**src/rtl/assert_macros.svh**
```systemverilog
// Assertion macros shared by the step counter RTL.
`ifndef ASSERT_MACROS_SVH
`define ASSERT_MACROS_SVH

// Condition must hold on every clock edge outside reset.
`define SHC_ASSERT_ALWAYS(lbl, cond) \
    lbl: assert property (@(posedge clk) disable iff (!rst_n) (cond)) \
        else $error("assertion failed: cond");

// Consequent must hold in the same cycle as the antecedent.
`define SHC_ASSERT_IMPLIES(lbl, ante, cons) \
    lbl: assert property (@(posedge clk) disable iff (!rst_n) (ante) |-> (cons)) \
        else $error("assertion failed: ante |-> cons");

// Consequent must hold in the cycle after the antecedent.
`define SHC_ASSERT_NEXT(lbl, ante, cons) \
    lbl: assert property (@(posedge clk) disable iff (!rst_n) (ante) |=> (cons)) \
        else $error("assertion failed: ante |=> cons");

`endif

```
**src/rtl/shc_pkg.sv**
```systemverilog
// Package: widths, constants, codes and types of the step counter.
package shc_pkg;

    localparam int FIELD_W    = 14;
    localparam int SQ_W       = 27;
    localparam int SUMSQ_W    = 28;
    localparam int SQRT_STEPS = 14;
    localparam int ITER_W     = 4;
    localparam int TOTAL_W    = 32;

    localparam int WINDOW_LEN = 5;
    localparam int POS_W      = (WINDOW_LEN > 1) ? $clog2(WINDOW_LEN) : 1;
    localparam int WSUM_W     = $clog2(WINDOW_LEN * 16383 + 1);
    localparam int DIV_K      = WSUM_W + POS_W + 1;
    localparam int PROD_W     = WSUM_W + DIV_K + 1;
    localparam longint unsigned RECIP_L = ((64'd1 << DIV_K) + WINDOW_LEN - 1) / WINDOW_LEN;
    localparam logic [DIV_K:0] DIV_RECIP = (DIV_K + 1)'(RECIP_L);

    localparam logic [FIELD_W-1:0] ONE_G         = 14'd256;
    localparam logic [FIELD_W-1:0] ARM_RESET     = 14'd307;
    localparam logic [FIELD_W-1:0] RELEASE_RESET = 14'd230;
    localparam logic [WSUM_W-1:0]  WSUM_RESET    = WSUM_W'(WINDOW_LEN * 256);
    localparam logic [SUMSQ_W-1:0] ROOT_BIT_TOP  = SUMSQ_W'(1) << (2 * SQRT_STEPS - 2);

    localparam int CFG_IDX_W  = 8;
    localparam int IN_DATA_W  = 48;
    localparam int OUT_DATA_W = 48;

    localparam logic [CFG_IDX_W-1:0] REG_ARM     = 8'd0;
    localparam logic [CFG_IDX_W-1:0] REG_RELEASE = 8'd1;

    typedef struct packed {
        logic               valid;
        logic [SUMSQ_W-1:0] data;
    } shc_item_t;

endpackage

```
**src/rtl/shc_queue.sv**
```systemverilog
// Two-entry queue of sums of squares between the front and back parts.
module shc_queue (
    input  logic              clk,
    input  logic              rst_n,
    input  shc_pkg::shc_item_t push_item,
    output logic              push_ready,
    output shc_pkg::shc_item_t pop_item,
    input  logic              pop_ready
);
    import shc_pkg::*;

    logic [SUMSQ_W-1:0] entry_reg [2];
    logic               wr_ptr_reg;
    logic               rd_ptr_reg;
    logic [1:0]         cnt_reg;
    logic [1:0]         cnt_next;
    logic               do_push;
    logic               do_pop;

    assign push_ready     = (cnt_reg != 2'd2);
    assign pop_item.valid = (cnt_reg != 2'd0);
    assign pop_item.data  = entry_reg[rd_ptr_reg];
    assign do_push        = push_item.valid && push_ready;
    assign do_pop         = pop_item.valid && pop_ready;

    always_comb
    begin
        cnt_next = cnt_reg;
        if (do_push && !do_pop)
        begin
            cnt_next = cnt_reg + 2'd1;
        end
        else if (!do_push && do_pop)
        begin
            cnt_next = cnt_reg - 2'd1;
        end
    end

    always_ff @(posedge clk or negedge rst_n)
    begin
        if (!rst_n)
        begin
            wr_ptr_reg <= 1'b0;
            rd_ptr_reg <= 1'b0;
            cnt_reg    <= 2'd0;
        end
        else
        begin
            cnt_reg <= cnt_next;
            if (do_push)
            begin
                wr_ptr_reg <= ~wr_ptr_reg;
            end
            if (do_pop)
            begin
                rd_ptr_reg <= ~rd_ptr_reg;
            end
        end
    end

    always_ff @(posedge clk)
    begin
        if (do_push)
        begin
            entry_reg[wr_ptr_reg] <= push_item.data;
        end
    end

`include "assert_macros.svh"
    `SHC_ASSERT_ALWAYS(a_q_count_range, cnt_reg != 2'd3)
    `SHC_ASSERT_IMPLIES(a_q_ptr_match, cnt_reg == 2'd0 || cnt_reg == 2'd2,
                        wr_ptr_reg == rd_ptr_reg)

endmodule

```
**src/rtl/shc_front.sv**
```systemverilog
// Front part: accept samples, square the axes and sum the squares.
module shc_front (
    input  logic                         clk,
    input  logic                         rst_n,
    input  logic                         s_tvalid,
    output logic                         s_tready,
    input  logic [shc_pkg::IN_DATA_W-1:0] s_tdata,
    output shc_pkg::shc_item_t           push_item,
    input  logic                         push_ready
);
    import shc_pkg::*;

    logic signed [FIELD_W-1:0] ax;
    logic signed [FIELD_W-1:0] ay;
    logic signed [FIELD_W-1:0] az;
    logic signed [SUMSQ_W-1:0] sqx_full;
    logic signed [SUMSQ_W-1:0] sqy_full;
    logic signed [SUMSQ_W-1:0] sqz_full;
    logic [SQ_W-1:0]           sqx_reg;
    logic [SQ_W-1:0]           sqy_reg;
    logic [SQ_W-1:0]           sqz_reg;
    logic                      v1_reg;
    logic                      take;
    logic                      push;

    assign ax = s_tdata[FIELD_W-1:0];
    assign ay = s_tdata[2*FIELD_W-1:FIELD_W];
    assign az = s_tdata[3*FIELD_W-1:2*FIELD_W];

    assign sqx_full = ax * ax;
    assign sqy_full = ay * ay;
    assign sqz_full = az * az;

    assign push     = v1_reg && push_ready;
    assign s_tready = !v1_reg || push_ready;
    assign take     = s_tvalid && s_tready;

    assign push_item.valid = v1_reg;
    assign push_item.data  = SUMSQ_W'(sqx_reg) + SUMSQ_W'(sqy_reg) + SUMSQ_W'(sqz_reg);

    always_ff @(posedge clk or negedge rst_n)
    begin
        if (!rst_n)
        begin
            v1_reg <= 1'b0;
        end
        else if (take)
        begin
            v1_reg <= 1'b1;
        end
        else if (push)
        begin
            v1_reg <= 1'b0;
        end
    end

    always_ff @(posedge clk)
    begin
        if (take)
        begin
            sqx_reg <= sqx_full[SQ_W-1:0];
            sqy_reg <= sqy_full[SQ_W-1:0];
            sqz_reg <= sqz_full[SQ_W-1:0];
        end
    end

`include "assert_macros.svh"
    `SHC_ASSERT_NEXT(a_front_hold, v1_reg && !push_ready, v1_reg)

endmodule

```
**src/rtl/shc_back.sv**
```systemverilog
// Back part: square root, window mean, hysteresis, step count and result register.
module shc_back (
    input  logic                          clk,
    input  logic                          rst_n,
    input  shc_pkg::shc_item_t            pop_item,
    output logic                          pop_ready,
    input  logic                          cfg_valid,
    output logic                          cfg_ready,
    input  logic [shc_pkg::CFG_IDX_W-1:0] cfg_index,
    input  logic [shc_pkg::FIELD_W-1:0]   cfg_data,
    output logic                          m_tvalid,
    input  logic                          m_tready,
    output logic [shc_pkg::OUT_DATA_W-1:0] m_tdata
);
    import shc_pkg::*;

    typedef enum logic [4:0] {
        ST_IDLE = 5'b00001,
        ST_SQRT = 5'b00010,
        ST_UPD  = 5'b00100,
        ST_MUL  = 5'b01000,
        ST_FIX  = 5'b10000
    } state_t;

    state_t              state_reg;
    state_t              state_next;
    logic [SUMSQ_W-1:0]  rem_reg;
    logic [SUMSQ_W-1:0]  res_reg;
    logic [SUMSQ_W-1:0]  bit_reg;
    logic [ITER_W-1:0]   iter_reg;
    logic [FIELD_W-1:0]  win_reg [WINDOW_LEN];
    logic [POS_W-1:0]    pos_reg;
    logic [WSUM_W-1:0]   wsum_reg;
    logic [PROD_W-1:0]   prod_reg;
    logic                armed_reg;
    logic [TOTAL_W-1:0]  total_reg;
    logic [FIELD_W-1:0]  arm_thr_reg;
    logic [FIELD_W-1:0]  rel_thr_reg;
    logic                out_valid_reg;
    logic                out_seen_reg;
    logic [TOTAL_W-1:0]  out_total_reg;
    logic [FIELD_W-1:0]  out_mean_reg;

    logic [SUMSQ_W-1:0]  trial;
    logic                fits;
    logic [FIELD_W-1:0]  mag;
    logic [FIELD_W-1:0]  old_mag;
    logic [FIELD_W-1:0]  mean;
    logic                armed_mid;
    logic                seen;
    logic                out_free;
    logic                out_load;

    assign pop_ready = (state_reg == ST_IDLE);
    assign cfg_ready = 1'b1;

    assign trial    = res_reg + bit_reg;
    assign fits     = (rem_reg >= trial);
    assign mag      = res_reg[FIELD_W-1:0];
    assign old_mag  = win_reg[pos_reg];
    assign mean     = prod_reg[DIV_K +: FIELD_W];
    assign out_free = !out_valid_reg || m_tready;
    assign out_load = (state_reg == ST_FIX) && out_free;

    // Arm test first, then release test on the updated flag.
    assign armed_mid = armed_reg || (mean > arm_thr_reg);
    assign seen      = armed_mid && (mean < rel_thr_reg);

    always_comb
    begin
        state_next = state_reg;
        unique case (state_reg)
            ST_IDLE:
            begin
                if (pop_item.valid)
                begin
                    state_next = ST_SQRT;
                end
            end
            ST_SQRT:
            begin
                if (iter_reg == ITER_W'(0))
                begin
                    state_next = ST_UPD;
                end
            end
            ST_UPD:
            begin
                state_next = ST_MUL;
            end
            ST_MUL:
            begin
                state_next = ST_FIX;
            end
            ST_FIX:
            begin
                if (out_free)
                begin
                    state_next = ST_IDLE;
                end
            end
            default:
            begin
                state_next = ST_IDLE;
            end
        endcase
    end

    always_ff @(posedge clk or negedge rst_n)
    begin
        if (!rst_n)
        begin
            state_reg     <= ST_IDLE;
            pos_reg       <= '0;
            wsum_reg      <= WSUM_RESET;
            armed_reg     <= 1'b0;
            total_reg     <= '0;
            arm_thr_reg   <= ARM_RESET;
            rel_thr_reg   <= RELEASE_RESET;
            out_valid_reg <= 1'b0;
            for (int i = 0; i < WINDOW_LEN; i++)
            begin
                win_reg[i] <= ONE_G;
            end
        end
        else
        begin
            state_reg <= state_next;
            if (cfg_valid)
            begin
                if (cfg_index == REG_ARM)
                begin
                    arm_thr_reg <= cfg_data;
                end
                else if (cfg_index == REG_RELEASE)
                begin
                    rel_thr_reg <= cfg_data;
                end
            end
            if (state_reg == ST_UPD)
            begin
                win_reg[pos_reg] <= mag;
                wsum_reg <= wsum_reg - WSUM_W'(old_mag) + WSUM_W'(mag);
                if (pos_reg == POS_W'(WINDOW_LEN - 1))
                begin
                    pos_reg <= '0;
                end
                else
                begin
                    pos_reg <= pos_reg + POS_W'(1);
                end
            end
            if (out_load)
            begin
                armed_reg <= armed_mid && !seen;
                if (seen)
                begin
                    total_reg <= total_reg + TOTAL_W'(1);
                end
                out_valid_reg <= 1'b1;
            end
            else if (m_tready)
            begin
                out_valid_reg <= 1'b0;
            end
        end
    end

    // Square root datapath (one result bit per cycle), reciprocal multiply and result capture.
    always_ff @(posedge clk)
    begin
        if (state_reg == ST_IDLE)
        begin
            rem_reg  <= pop_item.data;
            res_reg  <= '0;
            bit_reg  <= ROOT_BIT_TOP;
            iter_reg <= ITER_W'(SQRT_STEPS - 1);
        end
        else if (state_reg == ST_SQRT)
        begin
            if (fits)
            begin
                rem_reg <= rem_reg - trial;
                res_reg <= (res_reg >> 1) + bit_reg;
            end
            else
            begin
                res_reg <= res_reg >> 1;
            end
            bit_reg  <= bit_reg >> 2;
            iter_reg <= iter_reg - ITER_W'(1);
        end
        if (state_reg == ST_MUL)
        begin
            prod_reg <= PROD_W'(wsum_reg) * PROD_W'(DIV_RECIP);
        end
        if (out_load)
        begin
            out_seen_reg  <= seen;
            out_total_reg <= seen ? total_reg + TOTAL_W'(1) : total_reg;
            out_mean_reg  <= mean;
        end
    end

    assign m_tvalid = out_valid_reg;
    assign m_tdata  = {1'b0, out_mean_reg, out_total_reg, out_seen_reg};

`include "assert_macros.svh"
    `SHC_ASSERT_NEXT(a_total_step, out_load && seen, total_reg == $past(total_reg) + 32'd1)
    `SHC_ASSERT_NEXT(a_out_hold, m_tvalid && !m_tready && state_reg != ST_FIX,
                     m_tvalid && $stable(m_tdata))

endmodule

```
**src/rtl/step_counter_hysteresis_top.sv**
```systemverilog
// Top level of the pedometer step counter with hysteresis.
// Usage:
//   Input stream s_*: one three-axis acceleration sample per transaction,
//   256 per g, two's complement. Output stream m_*: exactly one result per
//   sample, in order: step flag, running step total, window mean magnitude.
//   Config channel cfg_*: index 0 writes arm_threshold, 1 release_threshold;
//   other indexes are dropped. cfg_ready is always high; write while idle.
// Flow:
//   The front registers the squares of the axes and hands their sum to a
//   two-entry queue. The back takes one sample at a time and accepts no new
//   sample until its result is loaded: bit-serial square root, then window
//   update, reciprocal multiply and decision.
// Reset:
//   rst_n clears all control state; the window holds 1 g in every entry,
//   thresholds return to 307 and 230, the step total to zero.
// Backpressure:
//   A stalled m_tready holds the result register; the back waits, the queue
//   fills, and then s_tready drops.
module step_counter_hysteresis_top (
    input  logic                           clk,
    input  logic                           rst_n,
    input  logic                           s_tvalid,
    output logic                           s_tready,
    // s_tdata: [13:0] accel_x, [27:14] accel_y, [41:28] accel_z, [47:42] zero
    input  logic [shc_pkg::IN_DATA_W-1:0]  s_tdata,
    output logic                           m_tvalid,
    input  logic                           m_tready,
    // m_tdata: [0] step_seen, [32:1] steps_total, [46:33] smoothed_magnitude, [47] zero
    output logic [shc_pkg::OUT_DATA_W-1:0] m_tdata,
    input  logic                           cfg_valid,
    output logic                           cfg_ready,
    input  logic [shc_pkg::CFG_IDX_W-1:0]  cfg_index,
    input  logic [shc_pkg::FIELD_W-1:0]    cfg_data
);
    import shc_pkg::*;

    shc_item_t push_item;
    logic      push_ready;
    shc_item_t pop_item;
    logic      pop_ready;

    shc_front u_front (
        .clk        (clk),
        .rst_n      (rst_n),
        .s_tvalid   (s_tvalid),
        .s_tready   (s_tready),
        .s_tdata    (s_tdata),
        .push_item  (push_item),
        .push_ready (push_ready)
    );

    shc_queue u_queue (
        .clk        (clk),
        .rst_n      (rst_n),
        .push_item  (push_item),
        .push_ready (push_ready),
        .pop_item   (pop_item),
        .pop_ready  (pop_ready)
    );

    shc_back u_back (
        .clk       (clk),
        .rst_n     (rst_n),
        .pop_item  (pop_item),
        .pop_ready (pop_ready),
        .cfg_valid (cfg_valid),
        .cfg_ready (cfg_ready),
        .cfg_index (cfg_index),
        .cfg_data  (cfg_data),
        .m_tvalid  (m_tvalid),
        .m_tready  (m_tready),
        .m_tdata   (m_tdata)
    );

endmodule
```
**config.mk**
```make
export PLATFORM = sky130hd
export DESIGN_NAME = step_counter_hysteresis_top
export DESIGN_NICKNAME = d
export VERILOG_FILES = /design/src/rtl/shc_pkg.sv /design/src/rtl/shc_queue.sv /design/src/rtl/shc_front.sv /design/src/rtl/shc_back.sv /design/src/rtl/step_counter_hysteresis_top.sv
export VERILOG_INCLUDE_DIRS = /design/src /design/src/rtl
export SDC_FILE = /design/constraint.sdc
export NUM_CORES = 2
export LEC_CHECK = 0
export BUFFER_PORTS_ARGS = -buffer_cell sky130_fd_sc_hd__buf_2
export CORE_UTILIZATION = 59
export DETAILED_ROUTE_END_ITERATION = 16
export PLACE_DENSITY = 0.88
export SYNTH_ARGS = -nofsm -noshare
export SYNTH_HDL_FRONTEND = slang
export SYNTH_SLANG_ARGS = --single-unit
```
**constraint.sdc**
```tcl
create_clock -name clk -period 5.4 [get_ports clk]
set_input_delay 0.54 -clock clk [delete_from_list [all_inputs] [get_ports clk]]
set_output_delay 0.54 -clock clk [all_outputs]
set_load 0.05 [all_outputs]
```
# Yosys cells after proc, flatten, opt, wreduce, memory -nomap -nowiden
# Memory sizes are Yosys's and may differ from the RTL's.
# Cells that the tools add are included.
[word_totals]
reg_bits = 399
mem_bits_rw = 56
in_bits = 75
word_cells = 118
n_memories = 1
[mem_list]
columns = ["memory", "words", "width", "read_ports", "rd_ports_with_merged_regs", "wr", "line", "text"]
rows = [
  ["u_queue.entry_reg", 2, 28, 1, 0, 1, "shc_queue.sv:12", "logic [SUMSQ_W-1:0] entry_reg [2];"],
]
[classes]
addsub = 12
n_mul = 4
magnitude_cmp = 5
n_eq_ne = 11
n_mux = 24
n_bitwise = 4
reduce_logical = 29
[op_table]
columns = ["operator", "count"]
rows = [
  ["$mux 28", 4],
  ["$mul 14x14->27", 3],
  ["$bwmux 70", 1],
  ["$add 27x27->28", 2],
  ["$add 28x27->28", 2],
  ["$bmux 14 s3", 1],
  ["$demux 14 s3", 1],
  ["$mux 14", 3],
  ["$mul 17x19->35 const B", 1],
  ["$add 32x1->32 const B", 1],
  ["$mux 32", 1],
  ["$ge 28x28->1", 1],
  ["$sub 28x28->28", 1],
  ["$pmux 5 s5", 1],
  ["$add 17x14->17", 1],
  ["$sub 17x14->17", 1],
  ["$mux 5", 3],
  ["$gt 14x14->1", 1],
  ["$lt 14x14->1", 1],
  ["$reduce_bool 2->1", 6],
  ["$logic_and 1x1->1", 9],
  ["$eq 8x1->1 const B", 1],
  ["$logic_not 8->1", 1],
  ["$mux 1", 6],
  ["23 further kinds", 36],
]

# Longest topological paths before layout
[depth]
depth_word = 6
mapped_depth = 27
ltp_nobuf = 24

# Cells and area by module
# Synthesis repeated with hierarchy kept, for this count alone.
[hier_totals]
cells_unflattened = 4702
hier_area_um2 = 47414.2
[by_module_without_submodules]
columns = ["module", "n_inst", "cells_each", "area_per_inst_um2"]
rows = [
  ["shc_front", 1, 2494, 23993.0],
  ["shc_back", 1, 2103, 21159.0],
  ["shc_queue", 1, 105, 2262.2],
]

# Worst setup path after synthesis
# Ideal clock, no wire load.
[synth_timing]
path_type = "input -> register"
from = "input s_tdata[30] (netlist name)"
to = "register u_front.sqz_reg[25], data pin"
arrival_ns = 6.431
required_ns = 5.137
path_slack_ns = -1.293
path_stages = 24
path_buffers = 2
cell_sequence = "clkbuf_1 > clkbuf_1 > nand2_1 > fa_1 > inv_1 > fa_1 > fa_1 > inv_1 > fa_1 > inv_1 > fa_1 > inv_1 > fa_1 > inv_1 > ha_1 > o21a_1 > o21a_1 > a2111oi_4 > o31ai_2 > o311a_1 > o21a_1 > o21a_1 > o41ai_2 > xnor2_1"
[synth_between]
elab_chain_len = 1
[synth_rtl]
columns = ["element", "line", "text"]
rows = [
  ["start: declaration", "step_counter_hysteresis_top.sv:25", "input logic [shc_pkg::IN_DATA_W-1:0] s_tdata,"],
  ["$mul 14x14->27", "shc_front.sv:32", "assign sqz_full = az * az;"],
  ["via u_front.sqz_full[25]", "shc_front.sv:18", "logic signed [SUMSQ_W-1:0] sqz_full;"],
  ["end signal: assignment", "shc_front.sv:63", "sqz_reg <= sqz_full[SQ_W-1:0];"],
  ["end: declaration", "shc_front.sv:21", "logic [SQ_W-1:0] sqz_reg;"],
]
# The timed path passes the listed nets, and every way through them passes these cells.
# A chain may end at the register's enable or synchronous reset.

# Worst setup path after layout
[layout_timing]
from = "register u_back.wsum_reg[6]"
to = "register u_back.prod_reg[32], data pin"
[layout_between]
elab_chain_len = 1
[layout_rtl]
columns = ["element", "line", "text"]
rows = [
  ["start: declaration", "shc_back.sv:33", "logic [WSUM_W-1:0] wsum_reg;"],
  ["start signal: assignment", "shc_back.sv:143", "wsum_reg <= wsum_reg - WSUM_W'(old_mag) + WSUM_W'(mag);"],
  ["$mul 17x19->35", "shc_back.sv:195", "prod_reg <= PROD_W'(wsum_reg) * PROD_W'(DIV_RECIP);"],
  ["end signal: assignment", "shc_back.sv:195", ""],
  ["end: declaration", "shc_back.sv:34", "logic [PROD_W-1:0] prod_reg;"],
]
# No other way between the ends.

==> impl_metrics.tcl <==
set metrics [dict create \
    status "complete, but fails checks" \
    violations "negative setup slack" \
    relSlewSlack 0.2010 \
    cap_viol_max_count 0 \
    numCtsBuffers 46 \
    antenna_found_initial 1 \
    grt_max_degree 105 \
    reg2regPathDepth 24 \
    grt_util_all_layers 0.2910 \
    multi_input_area_um2 32190 \
    syn_inst 4630 \
    drive_gt1_frac 0.2236 \
    crit_arrival_ns 6.91 \
    avgSynthCellArea_um2 10.07 \
    clock_latency_ns 0.64 \
    area_growth_pct 19.59 \
    start_util 0.5988 \
    endpoint_kind "flop" \
    port_buffers 117 \
    first_pass_iters 7 \
    design.core.area_um2 77850 \
    fin_crit_ns 6.544 \
    finalMaxSlewViolations 0 \
    syn_area_um2 46620 \
    drt_iter0_drc 2865 \
    grt_pass1_vias 38880 \
    die_x_um 283.1 \
    fill_cells 4792 \
    routed_wl_um 122500 \
    grt-ovfl-total 0 \
    pre_cts_ws_ns -1.004 \
    timing.rr.end "u_back.prod_reg[32]" \
    vias 36490 \
    rsz0062_at_grt "true" \
    ant_nets 0 \
    yosysUniqueCellTypes 86 \
    largest_reg_flops 70 \
    final_cell_mix "inv_1 (918), fa_1 (616), buf_4 (530)" \
    cts_tree "done" \
    period_share 1.212 \
    finalHoldViolations 0 \
    nNetsFinal 6391 \
    dpl.hpwl_um 86420 \
    synth_nets 5779 \
    layout.area.seq_um2 11700 \
    cts-root-buf "clkbuf_16" \
    dieHeight_um 283.1 \
    drc 0 \
    ys_seq_elements 431 \
    rows 102 \
    h-tree-depth 2 \
    fin_worst_skew_ns 0.08035 \
    avgViaCountPerCell 5.776 \
    crit_path_start "u_back.wsum_reg[6]" \
    io-pin-count 126 \
    path_max_fanout 3 \
    ys_seq_area_frac 0.2509 \
    place.gp.congestion 0.9309 \
    start_kind "flop" \
    grt_pass1_wl_um 189400 \
    setup_slack_ns -1.144 \
    clk_path_buf_depth 3 \
    final_common_cell "inv_1" \
    clk_pin_slew_ns 0.07 \
    synth_edf_count 223 \
    clock.fmax_mhz 152.8 \
    crit_type "reg -> reg" \
    wl_per_cell_um 19.39 \
    r2r_setup_slack_ns -1.14 \
    required_ns 5.77 \
    die_area_um2 80140 \
    synth_flop_cell "edfxtp_1" \
    hold_path_class "in -> async" \
    whs_ns 0.004555 \
    yosys_warnings 0 \
    clock-sinks 431 \
    finalSetupViolations 27 \
    cts_hold_buf 0 \
    async_flop_share 0.3759 \
    worst_pin_slew_ns 1.195 \
    r2r-start "u_back.wsum_reg[6]" \
]
worst max path at each step:
stage                                to  cells after the start  slack [ns]
finish              u_back.prod_reg[32]                     24       -1.14
global route        u_back.prod_reg[32]                     24       -1.35
CTS                 u_back.prod_reg[34]                     18       -0.50
detailed placement  u_front.sqz_reg[25]                     24       -1.00
global placement    u_front.sqz_reg[25]                     23       -0.89
floorplan           u_front.sqz_reg[25]                     24       -0.75
worst max-delay path: stages (launching register included):
cell and delay [ns]:
dfrtp_1 0.38, inv_2 0.07, ha_4 0.28, inv_4 0.04, fa_2 0.60, inv_2 0.05
fa_1 0.58, buf_6 0.12, inv_4 0.04, fa_2 0.52, fa_1 0.58, inv_2 0.06
fa_1 0.51, inv_2 0.06, ha_4 0.16, nor3_2 0.22, nand2_1 0.14, a21oi_4 0.19
o31ai_4 0.10, buf_4 0.15, o31a_1 0.26, o211ai_1 0.50, nand2_1 0.15, a221oi_2 0.34
xnor2_1 0.14
through the flow:
stage                     area, µm²  setup TNS [ns]  utilization  cells
after floorplan               47310          -8.830            -   4630
after CTS                     54560          -3.832       0.7008   6283
after detailed placement      52370          -26.78       0.6727   6169
after global routing          55750          -13.88       0.7161   6318
final                         55750          -9.979       0.7161   6318
after global placement        52370          -21.18       0.6727   6169
cell type report:
class / instances / share of cell area
multi-input combinational: 3095 / 0.5773
clock buffer: 58 / 0.02282
sequential: 431 / 0.2098
inverter: 982 / 0.06641
tap: 1040 / 0.02334
antenna: 1 / 0.00004489
clock inverter: 25 / 0.004915
timing repair buffer: 686 / 0.09532
routing by layer:
| metal | GRT usage | routed length, µm | part of all wire |
|---|---|---|---|
| met5 | 0 | 0 | 0 |
| met4 | 0.1680 | 8637 | 0.070 |
| met3 | 0.03583 | 7506 | 0.061 |
| met2 | 0.5268 | 63560 | 0.52 |
| met1 | 0.3304 | 42840 | 0.35 |
cell usage after synthesis (all sizes together), types with 7 or more instances:
| cell type | count | area [µm²] |
|---|---|---|
| o21ai | 205 | 1026 |
| xnor2 | 181 | 1585 |
| nor3 | 52 | 260.3 |
| mux2i | 29 | 290.3 |
| edfxtp | 223 | 6696 |
| or3 | 7 | 43.79 |
| o22ai | 11 | 68.82 |
| mux2 | 68 | 765.7 |
| fa | 641 | 12830 |
| o21a | 31 | 232.7 |
| a31o | 7 | 61.31 |
| ha | 433 | 5418 |
| nor2b | 54 | 337.8 |
| a31oi | 36 | 225.2 |
| a21oi | 132 | 660.6 |
| xor2 | 109 | 954.7 |
| or2 | 14 | 87.58 |
| mux4 | 9 | 202.7 |
| nor4 | 18 | 131.4 |
| a211oi | 23 | 177.7 |
| a21o | 71 | 533.0 |
| dfstp | 18 | 473.0 |
| buf | 17 | 87.58 |
| inv | 981 | 3682 |
| o41ai | 7 | 83.83 |
| nand2b | 25 | 156.4 |
| dfrtp | 144 | 3603 |
| nand2 | 386 | 1449 |
| clkbuf | 105 | 394.1 |
| o21bai | 20 | 150.1 |
| a21boi | 7 | 52.55 |
| and2 | 113 | 706.9 |
| a22o | 14 | 122.6 |
| and3 | 25 | 156.4 |
| nand4 | 25 | 156.4 |
| nand3 | 67 | 335.3 |
| dfxtp | 46 | 920.9 |
| a22oi | 7 | 52.55 |
| nor2 | 184 | 690.7 |
| o211ai | 9 | 72.57 |
logic make-up (layout without fill, tap and decap cells):
family | Yosys count | in the layout | synth area share
compound gates | 628 | 628 | 0.08533
mux | 106 | 106 | 0.02700
flops | 431 | 431 | 0.2509
buf+inv | 1104 | 1751 | 0.08941
other cells | 2 | 3 | 0.0001611
xor+xnor | 290 | 290 | 0.05449
fa+ha+maj | 1074 | 1074 | 0.3915
simple gates | 995 | 995 | 0.1013
repair_timing:
action,CTS,global route
endpoints found under the setup margin,30,45
endpoints found under the hold margin,0,0
pin swaps,66,131
gates resized for setup,117,247
gates cloned,0,1
buffers inserted,33,35
Power is not shown: default switching activity piles up to over one toggle a cycle in this logic, so the estimate is an artifact.
